--- src/hw/rtl/mptsd_pkg.sv ---
// Shared constants, register codes and sequencer states of the segment distance block
`timescale 1ns / 1ps
`default_nettype none

package mptsd_pkg;

   // default coordinate width
   localparam int COORD_WIDTH_DEF = 18;

   // distance result format
   localparam int DIST_W = 19;
   localparam logic [DIST_W-1:0] DIST_MAX = {DIST_W{1'b1}};

   // result tdata: point_distance, min_dist, zero fill to whole bytes
   localparam int RSP_DATA_W = ((2 * DIST_W + 7) / 8) * 8;

   // projection fraction t: 16 fractional bits, range 0 to one
   localparam int T_FRAC = 16;
   localparam int T_W = T_FRAC + 1;
   localparam logic [T_W-1:0] T_ONE = {1'b1, {T_FRAC{1'b0}}};

   // configuration register indexes
   localparam int CSR_ADDR_W = 2;
   localparam logic [CSR_ADDR_W-1:0] REG_SEG_START_X = 2'd0;
   localparam logic [CSR_ADDR_W-1:0] REG_SEG_START_Y = 2'd1;
   localparam logic [CSR_ADDR_W-1:0] REG_SEG_END_X = 2'd2;
   localparam logic [CSR_ADDR_W-1:0] REG_SEG_END_Y = 2'd3;

   // sequencer states
   typedef enum logic [3:0] {
      ST_IDLE,
      ST_DIFF,
      ST_MUL1,
      ST_SUM1,
      ST_SUM2,
      ST_CLAMP,
      ST_DIV,
      ST_TLAUNCH,
      ST_TMUL,
      ST_RES1,
      ST_RES2,
      ST_RES3,
      ST_SQMUL,
      ST_SSUM,
      ST_ROOT,
      ST_FIN
   } state_type;

endpackage : mptsd_pkg

`default_nettype wire

--- src/hw/rtl/mptsd_mul.sv ---
// Bit-serial unsigned shift-and-add multiplier, one multiplier bit per cycle
`timescale 1ns / 1ps
`default_nettype none

module mptsd_mul #(
   parameter int AW = 8,
   parameter int BW = 8
) (
   input  wire logic             clock,
   input  wire logic             reset,
   input  wire logic             start,
   input  wire logic [AW-1:0]    a,
   input  wire logic [BW-1:0]    b,
   output logic                  done,
   output logic [AW+BW-1:0]      product
);

   localparam int CW = (BW > 1) ? $clog2(BW) : 1;

   logic [AW+BW-1:0] prod_ff, prod_in;
   logic [AW-1:0]    a_ff, a_in;
   logic [CW-1:0]    cnt_ff, cnt_in;
   logic             busy_ff, busy_in;
   logic             done_ff, done_in;
   logic [AW:0]      sum;

   // one partial product per cycle, multiplier bits shift out at the bottom
   always_comb begin
      sum = {1'b0, prod_ff[AW+BW-1:BW]} + (prod_ff[0] ? {1'b0, a_ff} : {(AW+1){1'b0}});
      prod_in = prod_ff;
      a_in = a_ff;
      cnt_in = cnt_ff;
      busy_in = busy_ff;
      done_in = 1'b0;
      if (start) begin
         prod_in = {{AW{1'b0}}, b};
         a_in = a;
         cnt_in = '0;
         busy_in = 1'b1;
      end else if (busy_ff) begin
         prod_in = {sum, prod_ff[BW-1:1]};
         cnt_in = cnt_ff + CW'(1);
         if (cnt_ff == CW'(BW - 1)) begin
            busy_in = 1'b0;
            done_in = 1'b1;
         end
      end
   end

   // control state
   always_ff @(posedge clock) begin
      if (reset) begin
         busy_ff <= 1'b0;
         done_ff <= 1'b0;
         cnt_ff <= '0;
      end else begin
         busy_ff <= busy_in;
         done_ff <= done_in;
         cnt_ff <= cnt_in;
      end
   end

   // operand and product
   always_ff @(posedge clock) begin
      prod_ff <= prod_in;
      a_ff <= a_in;
   end

   assign done = done_ff;
   assign product = prod_ff;

endmodule : mptsd_mul

`default_nettype wire

--- src/hw/rtl/mptsd_div.sv ---
// Restoring divider, one quotient bit per cycle, for a dividend below the divisor
`timescale 1ns / 1ps
`default_nettype none

module mptsd_div #(
   parameter int NW = 8,
   parameter int QW = 16
) (
   input  wire logic          clock,
   input  wire logic          reset,
   input  wire logic          start,
   input  wire logic [NW-1:0] num,
   input  wire logic [NW-1:0] den,
   output logic               done,
   output logic [QW-1:0]      quotient
);

   localparam int CW = (QW > 1) ? $clog2(QW) : 1;

   logic [NW-1:0] rem_ff, rem_in;
   logic [NW-1:0] den_ff, den_in;
   logic [QW-1:0] q_ff, q_in;
   logic [CW-1:0] cnt_ff, cnt_in;
   logic          busy_ff, busy_in;
   logic          done_ff, done_in;
   logic [NW:0]   rem_sh;
   logic [NW:0]   diff;
   logic          ge;

   // shift, trial subtract, keep or restore
   always_comb begin
      rem_sh = {rem_ff, 1'b0};
      diff = rem_sh - {1'b0, den_ff};
      ge = (rem_sh >= {1'b0, den_ff});
      rem_in = rem_ff;
      den_in = den_ff;
      q_in = q_ff;
      cnt_in = cnt_ff;
      busy_in = busy_ff;
      done_in = 1'b0;
      if (start) begin
         rem_in = num;
         den_in = den;
         q_in = '0;
         cnt_in = '0;
         busy_in = 1'b1;
      end else if (busy_ff) begin
         rem_in = ge ? diff[NW-1:0] : rem_sh[NW-1:0];
         q_in = {q_ff[QW-2:0], ge};
         cnt_in = cnt_ff + CW'(1);
         if (cnt_ff == CW'(QW - 1)) begin
            busy_in = 1'b0;
            done_in = 1'b1;
         end
      end
   end

   // control state
   always_ff @(posedge clock) begin
      if (reset) begin
         busy_ff <= 1'b0;
         done_ff <= 1'b0;
         cnt_ff <= '0;
      end else begin
         busy_ff <= busy_in;
         done_ff <= done_in;
         cnt_ff <= cnt_in;
      end
   end

   // remainder, divisor and quotient
   always_ff @(posedge clock) begin
      rem_ff <= rem_in;
      den_ff <= den_in;
      q_ff <= q_in;
   end

   assign done = done_ff;
   assign quotient = q_ff;

endmodule : mptsd_div

`default_nettype wire

--- src/hw/rtl/mptsd_sqrt.sv ---
// Digit-by-digit integer square root, two radicand bits per cycle, truncated result
`timescale 1ns / 1ps
`default_nettype none

module mptsd_sqrt #(
   parameter int SW = 19
) (
   input  wire logic            clock,
   input  wire logic            reset,
   input  wire logic            start,
   input  wire logic [2*SW-1:0] radicand,
   output logic                 done,
   output logic [SW-1:0]        root
);

   localparam int CW = $clog2(SW);

   logic [2*SW-1:0] rad_ff, rad_in;
   logic [SW-1:0]   rem_ff, rem_in;
   logic [SW-1:0]   root_ff, root_in;
   logic [CW-1:0]   cnt_ff, cnt_in;
   logic            busy_ff, busy_in;
   logic            done_ff, done_in;
   logic [SW+1:0]   rem_sh;
   logic [SW+1:0]   trial;
   logic [SW+1:0]   diff;
   logic            ge;

   // bring in the next radicand pair, try root*4+1
   always_comb begin
      rem_sh = {rem_ff, rad_ff[2*SW-1:2*SW-2]};
      trial = {root_ff, 2'b01};
      diff = rem_sh - trial;
      ge = (rem_sh >= trial);
      rad_in = rad_ff;
      rem_in = rem_ff;
      root_in = root_ff;
      cnt_in = cnt_ff;
      busy_in = busy_ff;
      done_in = 1'b0;
      if (start) begin
         rad_in = radicand;
         rem_in = '0;
         root_in = '0;
         cnt_in = '0;
         busy_in = 1'b1;
      end else if (busy_ff) begin
         rad_in = {rad_ff[2*SW-3:0], 2'b00};
         rem_in = ge ? diff[SW-1:0] : rem_sh[SW-1:0];
         root_in = {root_ff[SW-2:0], ge};
         cnt_in = cnt_ff + CW'(1);
         if (cnt_ff == CW'(SW - 1)) begin
            busy_in = 1'b0;
            done_in = 1'b1;
         end
      end
   end

   // control state
   always_ff @(posedge clock) begin
      if (reset) begin
         busy_ff <= 1'b0;
         done_ff <= 1'b0;
         cnt_ff <= '0;
      end else begin
         busy_ff <= busy_in;
         done_ff <= done_in;
         cnt_ff <= cnt_in;
      end
   end

   // radicand shift line, partial remainder and root
   always_ff @(posedge clock) begin
      rad_ff <= rad_in;
      rem_ff <= rem_in;
      root_ff <= root_in;
   end

   assign done = done_ff;
   assign root = root_ff;

endmodule : mptsd_sqrt

`default_nettype wire

--- src/hw/rtl/min_point_to_segment_distance.sv ---
// Top level: point to segment distance with running minimum over a polyline
//
// Each point transfer on the req channel is measured against the segment held in the
// csr registers; one rsp transfer follows with the truncated Euclidean distance in
// 1/256 m units, saturated at 524287, and the running minimum, which returns to
// 524287 after a point marked last. One point is processed at a time. The result
// waits on the bit-serial multipliers (one multiplier bit per cycle: the squared
// length and dot product, then t times the direction, then the squared residuals),
// the 16-step divider for t, which is skipped when the projection clamps to an end
// of the segment or the segment has zero length, and the square root, which yields
// one result bit per cycle. The next point is taken as soon as a result has moved
// into the output register, even if it is still waiting. Segment registers may
// only be written while no point is in progress.
`timescale 1ns / 1ps
`default_nettype none

module min_point_to_segment_distance import mptsd_pkg::*; #(
   parameter int COORD_WIDTH = COORD_WIDTH_DEF
) (
   input  wire logic                                   clock,
   input  wire logic                                   reset,
   // point channel
   input  wire logic                                   req_tvalid,
   output logic                                        req_tready,
   // from bit 0: point_x, point_y, zero fill
   input  wire logic [((2*COORD_WIDTH+7)/8)*8-1:0]     req_tdata,
   // last_point
   input  wire logic                                   req_tlast,
   // result channel
   output logic                                        rsp_tvalid,
   input  wire logic                                   rsp_tready,
   // from bit 0: point_distance, min_dist, zero fill
   output logic [RSP_DATA_W-1:0]                       rsp_tdata,
   // is_last
   output logic                                        rsp_tlast,
   // segment register write port
   input  wire logic                                   csr_we,
   input  wire logic [CSR_ADDR_W-1:0]                  csr_addr,
   input  wire logic [COORD_WIDTH-1:0]                 csr_wdata
);

   localparam int W = COORD_WIDTH;
   localparam int MW = W + 1;                 // magnitude of a coordinate difference
   localparam int P1W = 2 * MW;               // squared length and dot product terms
   localparam int NW = P1W + 1;               // signed dot product
   localparam int P2W = MW + T_W;             // t times direction
   localparam int RSW = P2W + 1;              // signed residual
   localparam int RMW = P2W;                  // residual magnitude
   localparam int P3W = 2 * RMW;              // squared residual
   localparam int D2W = P3W + 1;              // sum of squared residuals
   localparam int VW = D2W - 2 * T_FRAC;      // squared distance in coordinate units
   localparam int SW = ((VW + 1) / 2 > DIST_W) ? (VW + 1) / 2 : DIST_W;

   // segment registers
   logic [W-1:0] seg_sx_ff, seg_sy_ff, seg_ex_ff, seg_ey_ff;

   // sequencer
   state_type state_ff, state_in;

   // point under work
   logic [W-1:0] px_ff, py_ff;
   logic         last_ff;

   // differences as magnitude and sign
   logic [MW-1:0] mdx_ff, mdy_ff, max_ff, may_ff;
   logic          sdx_ff, sdy_ff, sax_ff, say_ff;
   logic [MW-1:0] dx_c, dy_c, ax_c, ay_c;
   logic [MW-1:0] mdx_c, mdy_c, max_c, may_c;

   // squared length, dot product terms and fraction
   logic [P1W-1:0] len_ff;
   logic [NW-1:0]  termx_ff, termy_ff, num_ff;
   logic [T_W-1:0] t_ff;
   logic           num_le0, len_zero, num_ge_len, go_div;

   // residual
   logic [RSW-1:0] ashx_ff, ashy_ff, tdx_ff, tdy_ff, rx_ff, ry_ff;
   logic [RSW-1:0] ashx_c, ashy_c, tdx_c, tdy_c, rxn_c, ryn_c;
   logic [RMW-1:0] mrx_c, mry_c;
   logic [D2W-1:0] d2_c;

   // unit results
   logic [P1W-1:0] p_lx, p_ly, p_nx, p_ny;
   logic [P2W-1:0] p_tx, p_ty;
   logic [P3W-1:0] p_sx, p_sy;
   logic [T_FRAC-1:0] q_div;
   logic [SW-1:0]  root;
   logic           dn_lx, dn_ly, dn_nx, dn_ny, dn_tx, dn_ty, dn_sx, dn_sy;
   logic           dn_div, dn_sqrt;
   logic           mul1_done, mul2_done, mul3_done;

   // sequencer outputs
   logic mul1_start, div_start, mul2_start, mul3_start, sqrt_start;
   logic req_accept, rsp_load, out_free;

   // result side
   logic [DIST_W-1:0] running_min_ff;
   logic              rsp_valid_ff;
   logic [DIST_W-1:0] rsp_dist_ff, rsp_min_ff;
   logic              rsp_last_ff;
   logic [DIST_W-1:0] dist_c, min_c;

   // segment register writes
   always_ff @(posedge clock) begin
      if (reset) begin
         seg_sx_ff <= '0;
         seg_sy_ff <= '0;
         seg_ex_ff <= '0;
         seg_ey_ff <= '0;
      end else if (csr_we) begin
         unique case (csr_addr)
            REG_SEG_START_X: seg_sx_ff <= csr_wdata;
            REG_SEG_START_Y: seg_sy_ff <= csr_wdata;
            REG_SEG_END_X:   seg_ex_ff <= csr_wdata;
            REG_SEG_END_Y:   seg_ey_ff <= csr_wdata;
         endcase
      end
   end

   // coordinate differences, sign extended by one bit
   always_comb begin
      dx_c = {seg_ex_ff[W-1], seg_ex_ff} - {seg_sx_ff[W-1], seg_sx_ff};
      dy_c = {seg_ey_ff[W-1], seg_ey_ff} - {seg_sy_ff[W-1], seg_sy_ff};
      ax_c = {px_ff[W-1], px_ff} - {seg_sx_ff[W-1], seg_sx_ff};
      ay_c = {py_ff[W-1], py_ff} - {seg_sy_ff[W-1], seg_sy_ff};
      mdx_c = dx_c[MW-1] ? (~dx_c + MW'(1)) : dx_c;
      mdy_c = dy_c[MW-1] ? (~dy_c + MW'(1)) : dy_c;
      max_c = ax_c[MW-1] ? (~ax_c + MW'(1)) : ax_c;
      may_c = ay_c[MW-1] ? (~ay_c + MW'(1)) : ay_c;
   end

   // clamp decisions on the dot product
   always_comb begin
      num_le0 = num_ff[NW-1] || (num_ff == '0);
      len_zero = (len_ff == '0);
      num_ge_len = (num_ff >= {1'b0, len_ff});
      go_div = !num_le0 && !len_zero && !num_ge_len;
   end

   // residual terms: A scaled by one in t units, and t times D, both signed
   always_comb begin
      ashx_c = sax_ff ? (~RSW'({max_ff, {T_FRAC{1'b0}}}) + RSW'(1))
                      : RSW'({max_ff, {T_FRAC{1'b0}}});
      ashy_c = say_ff ? (~RSW'({may_ff, {T_FRAC{1'b0}}}) + RSW'(1))
                      : RSW'({may_ff, {T_FRAC{1'b0}}});
      tdx_c = sdx_ff ? (~{1'b0, p_tx} + RSW'(1)) : {1'b0, p_tx};
      tdy_c = sdy_ff ? (~{1'b0, p_ty} + RSW'(1)) : {1'b0, p_ty};
      rxn_c = ~rx_ff + RSW'(1);
      ryn_c = ~ry_ff + RSW'(1);
      mrx_c = rx_ff[RSW-1] ? rxn_c[RMW-1:0] : rx_ff[RMW-1:0];
      mry_c = ry_ff[RSW-1] ? ryn_c[RMW-1:0] : ry_ff[RMW-1:0];
      d2_c = {1'b0, p_sx} + {1'b0, p_sy};
   end

   // saturate the root and fold it into the running minimum
   always_comb begin
      dist_c = (root > SW'(DIST_MAX)) ? DIST_MAX : root[DIST_W-1:0];
      min_c = (dist_c < running_min_ff) ? dist_c : running_min_ff;
   end

   assign mul1_done = dn_lx & dn_ly & dn_nx & dn_ny;
   assign mul2_done = dn_tx & dn_ty;
   assign mul3_done = dn_sx & dn_sy;
   assign out_free = !rsp_valid_ff || rsp_tready;

   // next state
   always_comb begin
      state_in = state_ff;
      unique case (state_ff)
         ST_IDLE:    if (req_tvalid) state_in = ST_DIFF;
         ST_DIFF:    state_in = ST_MUL1;
         ST_MUL1:    if (mul1_done) state_in = ST_SUM1;
         ST_SUM1:    state_in = ST_SUM2;
         ST_SUM2:    state_in = ST_CLAMP;
         ST_CLAMP:   state_in = go_div ? ST_DIV : ST_TLAUNCH;
         ST_DIV:     if (dn_div) state_in = ST_TLAUNCH;
         ST_TLAUNCH: state_in = ST_TMUL;
         ST_TMUL:    if (mul2_done) state_in = ST_RES1;
         ST_RES1:    state_in = ST_RES2;
         ST_RES2:    state_in = ST_RES3;
         ST_RES3:    state_in = ST_SQMUL;
         ST_SQMUL:   if (mul3_done) state_in = ST_SSUM;
         ST_SSUM:    state_in = ST_ROOT;
         ST_ROOT:    if (dn_sqrt) state_in = ST_FIN;
         ST_FIN:     if (out_free) state_in = ST_IDLE;
      endcase
   end

   // sequencer outputs
   always_comb begin
      req_tready = (state_ff == ST_IDLE);
      mul1_start = (state_ff == ST_DIFF);
      div_start = (state_ff == ST_CLAMP) && go_div;
      mul2_start = (state_ff == ST_TLAUNCH);
      mul3_start = (state_ff == ST_RES3);
      sqrt_start = (state_ff == ST_SSUM);
      rsp_load = (state_ff == ST_FIN) && out_free;
   end

   assign req_accept = req_tvalid && req_tready;

   // control state
   always_ff @(posedge clock) begin
      if (reset) begin
         state_ff <= ST_IDLE;
         rsp_valid_ff <= 1'b0;
         running_min_ff <= DIST_MAX;
      end else begin
         state_ff <= state_in;
         if (rsp_load) begin
            rsp_valid_ff <= 1'b1;
            running_min_ff <= last_ff ? DIST_MAX : min_c;
         end else if (rsp_tready) begin
            rsp_valid_ff <= 1'b0;
         end
      end
   end

   // datapath registers
   always_ff @(posedge clock) begin
      if (req_accept) begin
         px_ff <= req_tdata[W-1:0];
         py_ff <= req_tdata[2*W-1:W];
         last_ff <= req_tlast;
      end
      if (state_ff == ST_DIFF) begin
         mdx_ff <= mdx_c;
         mdy_ff <= mdy_c;
         max_ff <= max_c;
         may_ff <= may_c;
         sdx_ff <= dx_c[MW-1];
         sdy_ff <= dy_c[MW-1];
         sax_ff <= ax_c[MW-1];
         say_ff <= ay_c[MW-1];
      end
      if (state_ff == ST_SUM1) begin
         len_ff <= p_lx + p_ly;
         termx_ff <= (sax_ff ^ sdx_ff) ? (~{1'b0, p_nx} + NW'(1)) : {1'b0, p_nx};
         termy_ff <= (say_ff ^ sdy_ff) ? (~{1'b0, p_ny} + NW'(1)) : {1'b0, p_ny};
      end
      if (state_ff == ST_SUM2) begin
         num_ff <= termx_ff + termy_ff;
      end
      // t: zero, one, or the quotient
      if (state_ff == ST_CLAMP) begin
         t_ff <= (num_le0 || len_zero) ? '0 : T_ONE;
      end else if ((state_ff == ST_DIV) && dn_div) begin
         t_ff <= {1'b0, q_div};
      end
      if (state_ff == ST_RES1) begin
         ashx_ff <= ashx_c;
         ashy_ff <= ashy_c;
         tdx_ff <= tdx_c;
         tdy_ff <= tdy_c;
      end
      if (state_ff == ST_RES2) begin
         rx_ff <= ashx_ff - tdx_ff;
         ry_ff <= ashy_ff - tdy_ff;
      end
      if (rsp_load) begin
         rsp_dist_ff <= dist_c;
         rsp_min_ff <= min_c;
         rsp_last_ff <= last_ff;
      end
   end

   // squared length and dot product terms
   mptsd_mul #(.AW(MW), .BW(MW)) u_mul_lx (
      .clock(clock), .reset(reset), .start(mul1_start),
      .a(mdx_c), .b(mdx_c), .done(dn_lx), .product(p_lx)
   );
   mptsd_mul #(.AW(MW), .BW(MW)) u_mul_ly (
      .clock(clock), .reset(reset), .start(mul1_start),
      .a(mdy_c), .b(mdy_c), .done(dn_ly), .product(p_ly)
   );
   mptsd_mul #(.AW(MW), .BW(MW)) u_mul_nx (
      .clock(clock), .reset(reset), .start(mul1_start),
      .a(max_c), .b(mdx_c), .done(dn_nx), .product(p_nx)
   );
   mptsd_mul #(.AW(MW), .BW(MW)) u_mul_ny (
      .clock(clock), .reset(reset), .start(mul1_start),
      .a(may_c), .b(mdy_c), .done(dn_ny), .product(p_ny)
   );

   // projection fraction
   mptsd_div #(.NW(P1W), .QW(T_FRAC)) u_div (
      .clock(clock), .reset(reset), .start(div_start),
      .num(num_ff[P1W-1:0]), .den(len_ff), .done(dn_div), .quotient(q_div)
   );

   // t times direction
   mptsd_mul #(.AW(MW), .BW(T_W)) u_mul_tx (
      .clock(clock), .reset(reset), .start(mul2_start),
      .a(mdx_ff), .b(t_ff), .done(dn_tx), .product(p_tx)
   );
   mptsd_mul #(.AW(MW), .BW(T_W)) u_mul_ty (
      .clock(clock), .reset(reset), .start(mul2_start),
      .a(mdy_ff), .b(t_ff), .done(dn_ty), .product(p_ty)
   );

   // squared residuals
   mptsd_mul #(.AW(RMW), .BW(RMW)) u_mul_sx (
      .clock(clock), .reset(reset), .start(mul3_start),
      .a(mrx_c), .b(mrx_c), .done(dn_sx), .product(p_sx)
   );
   mptsd_mul #(.AW(RMW), .BW(RMW)) u_mul_sy (
      .clock(clock), .reset(reset), .start(mul3_start),
      .a(mry_c), .b(mry_c), .done(dn_sy), .product(p_sy)
   );

   // distance root, radicand scaled back to coordinate units
   mptsd_sqrt #(.SW(SW)) u_sqrt (
      .clock(clock), .reset(reset), .start(sqrt_start),
      .radicand((2 * SW)'(d2_c[D2W-1:2*T_FRAC])), .done(dn_sqrt), .root(root)
   );

   // result channel
   assign rsp_tvalid = rsp_valid_ff;
   assign rsp_tdata = {{(RSP_DATA_W - 2 * DIST_W){1'b0}}, rsp_min_ff, rsp_dist_ff};
   assign rsp_tlast = rsp_last_ff;

endmodule : min_point_to_segment_distance

`default_nettype wire

--- config.mk ---
export PLATFORM = sky130hd
export DESIGN_NAME = min_point_to_segment_distance
export DESIGN_NICKNAME = d
export VERILOG_FILES = /design/src/hw/rtl/mptsd_pkg.sv /design/src/hw/rtl/mptsd_mul.sv /design/src/hw/rtl/mptsd_div.sv /design/src/hw/rtl/mptsd_sqrt.sv /design/src/hw/rtl/min_point_to_segment_distance.sv
export SDC_FILE = /design/constraint.sdc
export NUM_CORES = 2
export LEC_CHECK = 0
export BUFFER_PORTS_ARGS = -buffer_cell sky130_fd_sc_hd__clkbuf_2
export CAP_MARGIN = 30
export CORE_MARGIN = 2
export CORE_UTILIZATION = 55
export DETAILED_ROUTE_END_ITERATION = 10
export PLACE_DENSITY = 0.71
export SYNTH_ARGS = -nofsm -noshare
export SYNTH_HDL_FRONTEND = slang
export SYNTH_SLANG_ARGS = --single-unit
--- constraint.sdc ---
create_clock -name clock -period 25 [get_ports clock]
set_clock_uncertainty 0.1 [all_clocks]
set_input_delay 5 -clock clock [delete_from_list [all_inputs] [get_ports clock]]
set_output_delay 5 -clock clock [all_outputs]
set_load 0.005 [all_outputs]
Yosys cells after proc, flatten, opt, wreduce, memory -nomap -nowiden
Cells that the tools add are included.

storage, ports and cells
  word-level logic and storage cells = 355
  input bits = 66
  output and inout bits = 43
  flip-flop bits (word level) = 1,371

cells by class
  reduce and logical (&&, ||, !) cells = 49
  $lt $le $gt $ge = 5
  equality and inequality tests = 35
  add/subtract/negate cells = 41
  bitwise gates (word level) = 29
  muxes and demuxes = 99

operators by type and width
  cell                   count
  $mux 19                19
  $mux 36                10
  $mux 38                5
  $add 37x1->37 const B  4
  $add 19x19->20         6
  $mux 17                7
  $mux 41                2
  $add 39x1->39 const B  2
  $ge 39x38->1           2
  $not 38->39            2
  $add 19x1->19 const B  4
  $not 19->19            4
  $sub 18x18->19         4
  $add 36x36->37         2
  $not 35->37            2
  $not 36->37            2
  $sub 37x37->37         2
  $add 72x72->73         1
  $add 36x1->36 const B  2
  $not 36->36            2
  $mux 35                2
  $pmux 4 s16            1
  $mux 1                 43
  $add 39x39->39         1
  37 further kinds       127

Longest topological paths before layout
  depth after elaboration = 7
  depth in mapped cells = 18
  mapped depth without buffers = 16

Hierarchy
From an unflattened synthesis, not the netlist that was laid out.

second synthesis, totals
  cells, all modules = 8,260
  area total of the unflattened synthesis = 85,085.4 µm²

modules (own cells, without submodules)
  module                         sequential area each (µm²)  cells each  area each (µm²)  times used
  min_point_to_segment_distance  17,476.8                    4,133       40,769.1         1
  mptsd_mul at u_mul_lx ...      1,661.6                     312         3,455.8          4
  mptsd_mul at u_mul_sx ...      3,042.9                     612         6,422.4          2
  mptsd_div                      2,722.6                     660         6,513.7          1
  mptsd_mul at u_mul_tx ...      1,601.5                     270         3,144.3          2
  mptsd_sqrt                     2,242.2                     455         4,845.9          1

Worst setup path after synthesis
No wires, ideal clock.

  kind = register to register
  start = register state_ff[1]
  end = register ashx_ff[16] (enable)
  required time = 24.167 ns
  path buffers = 2
  library setup time = 0.733 ns
  slack = 15.638 ns
  cell stages (with the launch flop) = 4
  data arrival time = 8.529 ns
  clock period less this slack = 9.362 ns
  cell sequence = dfxtp_1 -> clkbuf_1 -> clkbuf_1 -> nor3_1

on the way
  cells in the longest elaborated chain, start to end = 1

ends and longest elaborated chain
  element                   line                                  RTL
  start: declaration        min_point_to_segment_distance.sv:58   state_type state_ff, state_in;
  start signal: assignment  min_point_to_segment_distance.sv:209  state_ff <= state_in;
  $eq 4x4->1                min_point_to_segment_distance.sv:250  if (state_ff == ST_RES1) begin
  end signal: assignment    min_point_to_segment_distance.sv:251  ashx_ff <= ashx_c;
  end: declaration          min_point_to_segment_distance.sv:77   logic [RSW-1:0] ashx_ff, ashy_ff, tdx_ff, tdy_ff, rx_ff, ry_ff;

Every way passes these cells.
A chain may end at the register's enable or synchronous reset.

Worst setup path in the final report
  start = register state_ff[1]
  end = output req_tready

on the way
  cells in the longest elaborated chain, start to end = 1

ends and longest elaborated chain
  element           line                                  RTL
  $logic_not 4->1   min_point_to_segment_distance.sv:191  req_tready = (state_ff == ST_IDLE);
  end: declaration  min_point_to_segment_distance.sv:24   output logic req_tready,

Every way passes these cells.

==> impl_metrics.csv <==
group,metric,value,unit
outcome,status,"finished clean",
detailed_routing,wl_per_cell,19.8,µm
power,leakage,34.8,nW
clock_network,cts_hold_buf,0,
sta,max_slew_margin,28.7,%
logic_synthesis,postSynth.asyncResetShare,0,%
sta,period_share,28.0,%
layout,synthToLayoutAreaGrowth,9.45,%
placement,post_dp_cell_area,0.0822,mm²
detailed_routing,route.vias.total,60196,
min_path,worstHoldPathType,"flop to flop",
sta,finalHoldViolations,0,
detailed_routing,drt_iter0_markers,5040,
floorplan,fp-row-count,139,
clock_network,htree_levels,4,
setup_path,crit_required,19.90,ns
layout,nets,8921,
global_routing,grt_antenna_before_repair,15,
sta,min_period,6.99,ns
setup_path,slowest_stage,"dfxtp_1",
sta,setup_violations,0,
setup_path,cp.depth,2,
power,p_switching,2.24,mW
setup_path,cp_cell_sequence,"nor4_1, clkbuf_2",
placement,gp_congestion,0.938,
power,p_per_area,78.6,mW/mm²
clock_network,clock-sinks,1339,
power,totalPowerFinal,6.86,mW
setup_path,cp_max_fo,18,
setup_path,cp-endpoint,"req_tready",
clock_network,clock_latency,0.78,ns
sta,tightest_slew,1.06,ns
layout,layout-drive-gt1-share,6.29,%
clock_network,cts_tree,"yes",
floorplan,core_area,0.144,mm²
setup_path,slowest_delay,0.51,ns
power,netSwitchingFraction,32.6,%
global_routing,grt_pass1_wl,316,mm
detailed_routing,first_pass_iters,6,
power,p_seq_share,42.0,%
sta,drv_slew,0,
placement,hpwl,158,mm
detailed_routing,avgViaCountPerCell,5.86,
logic_synthesis,synth_area,0.0797,mm²
detailed_routing,ant_nets,0,
layout,n_fill_cell,11860,
logic_synthesis,synth-edff-count,927,
floorplan,start_util,55.4,%
setup_path,cp-end-kind,"output port",
layout,final_design_area_no_fill,0.0873,mm²
layout,finish.utilization,60.7,%
detailed_routing,routed_wl,204,mm
sta,max_freq,143,MHz
floorplan,die_h,385,µm
sta,rsz0062_at_grt,"no",
power,intPower,4.63,mW
global_routing,grt_use_total,27.2,%
setup_path,crit_family,"flip-flops",
power,power_frac_clock,32.3,%
layout,multi_input_area,0.0410,mm²
logic_synthesis,ys.flop_type,"edfxtp_1",
clock_network,path_clk_slew,0.07,ns
setup_path,startpoint,"state_ff[1]",
setup_path,cp.buffers_inverters,1,
flow_run,cap_violations,0,
logic_synthesis,synth.distinct_cells,92,
sta,tns,0,ns
clock_network,postCtsSetupBuffers,0,
floorplan,io_pins,109,
logic_synthesis,ys_warn_count,0,
logic_synthesis,syn_inst,8199,
global_routing,grt_max_degree,101,
global_routing,overflow,0,
global_routing,grt_pass1_vias,56613,
power,p_comb_share,25.6,%
setup_path,worstSetupStartpointType,"flop",
layout,ff_latch_area,0.0361,mm²
placement,port-buffer-count,102,
setup_path,arrival,1.89,ns
power,vdd_ir_drop_max,0.0000695,V
floorplan,die_w,385,µm
logic_synthesis,ys_ff_latch,1339,
detailed_routing,drc,0,
setup_path,r2r_start,"u_mul_ly.product[0]",
setup_path,rrSetupSlack,20.12,ns
logic_synthesis,yosysSeqAreaShare,45.3,%
setup_path,path_class,"flop to output port",
floorplan,die_area,0.148,mm²
min_path,worstHoldPathCells,0,
setup_path,r2r_cells,14,
logic_synthesis,avgSynthCellArea,9.72,µm²
clock_network,cts-root-buf,"clkbuf_16",
clock_network,numCtsBuffers,147,
setup_path,r2r-end,"len_ff[36]",
clock_network,cts_resized,0,
clock_network,clk_path_buf_depth,3,
-- Yosys cell counts, drive strengths merged (161+ instances only) --
library cell / n / share of area (%)
o21ai: 401 / 2.5
inv: 461 / 2.2
a21o: 200 / 1.9
mux2i: 178 / 2.2
dfxtp: 412 / 10
nor3: 161 / 1.0
clkbuf: 227 / 1.1
nand2: 883 / 4.2
xnor2: 534 / 5.9
xor2: 218 / 2.4
and2: 197 / 1.5
nor2: 742 / 3.5
edfxtp: 927 / 35
a21oi: 593 / 3.7
ha: 592 / 9.3
-- worst min-delay path by stage --
| stage | startpoint | endpoint | slack (ns) |
|---|---|---|---|
| after global placement | seg_sx_ff[9] | seg_sx_ff[9] | 0.34 |
| after CTS | rx_ff[0] | u_mul_sx.a_ff[0] | 0.35 |
| after floorplan | u_mul_lx.a_ff[18] | u_mul_tx.a_ff[18] | 0.32 |
| after global routing | seg_sx_ff[6] | seg_sx_ff[6] | 0.37 |
| final | rx_ff[0] | u_mul_sx.a_ff[0] | 0.35 |
| after detailed placement | rx_ff[0] | u_mul_sx.a_ff[0] | 0.34 |
-- metal layers --
metal | wire, µm | track usage [%] | share of wire [%] | vias up
met5 | 27 | 0 | 0.013 | -
met2 | 92900 | 43.6 | 46 | 1757
met4 | 7920 | 10.4 | 3.9 | 4
li1 | - | - | - | 29542
met3 | 11900 | 3.23 | 5.8 | 369
met1 | 91200 | 37.8 | 45 | 28524
-- metrics by stage --
| step | setup WS [ns] | instances | hold WS (ns) |
|---|---|---|---|
| floorplan | 15.64 | 8200 | 0.317 |
| global placement | 18.01 | 9993 | 0.345 |
| detailed placement | 17.90 | 10000 | 0.338 |
| CTS | 17.95 | 10275 | 0.354 |
| global route | 17.85 | 10277 | 0.368 |
| finish | 18.01 | 10281 | 0.350 |
-- layout make-up --
cell class / count / share of cell area, %
tap: 1903 / 2.73
multi-input combinational: 6137 / 47.0
antenna: 4 / 0.0115
clock inverter: 84 / 0.958
timing repair buffer: 159 / 1.20
clock buffer: 191 / 4.76
sequential: 1339 / 41.4
inverter: 464 / 2.01
-- cells by family (layout without fill, tap and decap cells) --
family          Yosys count  in the layout  share of synthesized area [%]
buf+inv                 724            898                           3.43
other cells               1              6                        0.00470
mux                     191            191                           2.42
compound gates         1886           1886                           15.0
xor+xnor                752            752                           8.26
simple gates           2699           2699                           15.9
flops                  1339           1339                           45.3
fa+ha+maj               607            607                           9.67
-- power by group through the flow --
stage          Clock [mW]  Combinational, mW  Sequential, mW
2_1_floorplan           0               1.27            2.80
3_3_place_gp            0               1.67            2.92
3_5_place_dp            0               1.71            2.92
4_1_cts              2.26               1.73            2.88
5_1_grt              2.33               1.93            2.90
6_report             2.22               1.76            2.88
-- cells in the final DEF, fill, tap and decap left out, types with 28 or more instances in the layout --
master	instances
o21bai_1	58
nand2_1	881
nor3_1	155
clkbuf_2	102
nand2b_1	95
edfxtp_1	927
mux2i_1	178
o31ai_1	75
ha_1	592
clkbuf_16	154
a21o_1	200
nor2_1	739
or3_1	68
dfxtp_1	409
o41ai_1	44
a211oi_1	80
or4_1	28
nand3_1	121
nor4_1	58
o21ai_0	378
o21a_1	116
buf_4	51
and3_1	45
a21oi_1	593
and2_1	196
or2_2	44
nor2b_1	95
xor2_1	218
nand4_1	78
xnor2_1	533
a31oi_1	76
inv_1	456
-- sequential cells by signal, indices dropped and copies added, names as in the netlist, 39 cells and up --
| name | flops |
|---|---|
| termy_ff | 39 |
| termx_ff | 39 |
| u_mul_sx.product | 72 |
| u_sqrt.rad_ff | 42 |
| u_mul_sy.product | 72 |
| num_ff | 39 |
-- worst register-to-register path: cells and delay by family (launching register included) --
family,cells,cell delay (ns)
compound gates,8,2.11
fa+ha+maj,2,0.69
buf+inv,1,0.06
simple gates,2,0.31
xor+xnor,1,0.52
flops,1,0.78
Power figures use the tool's default switching activity.
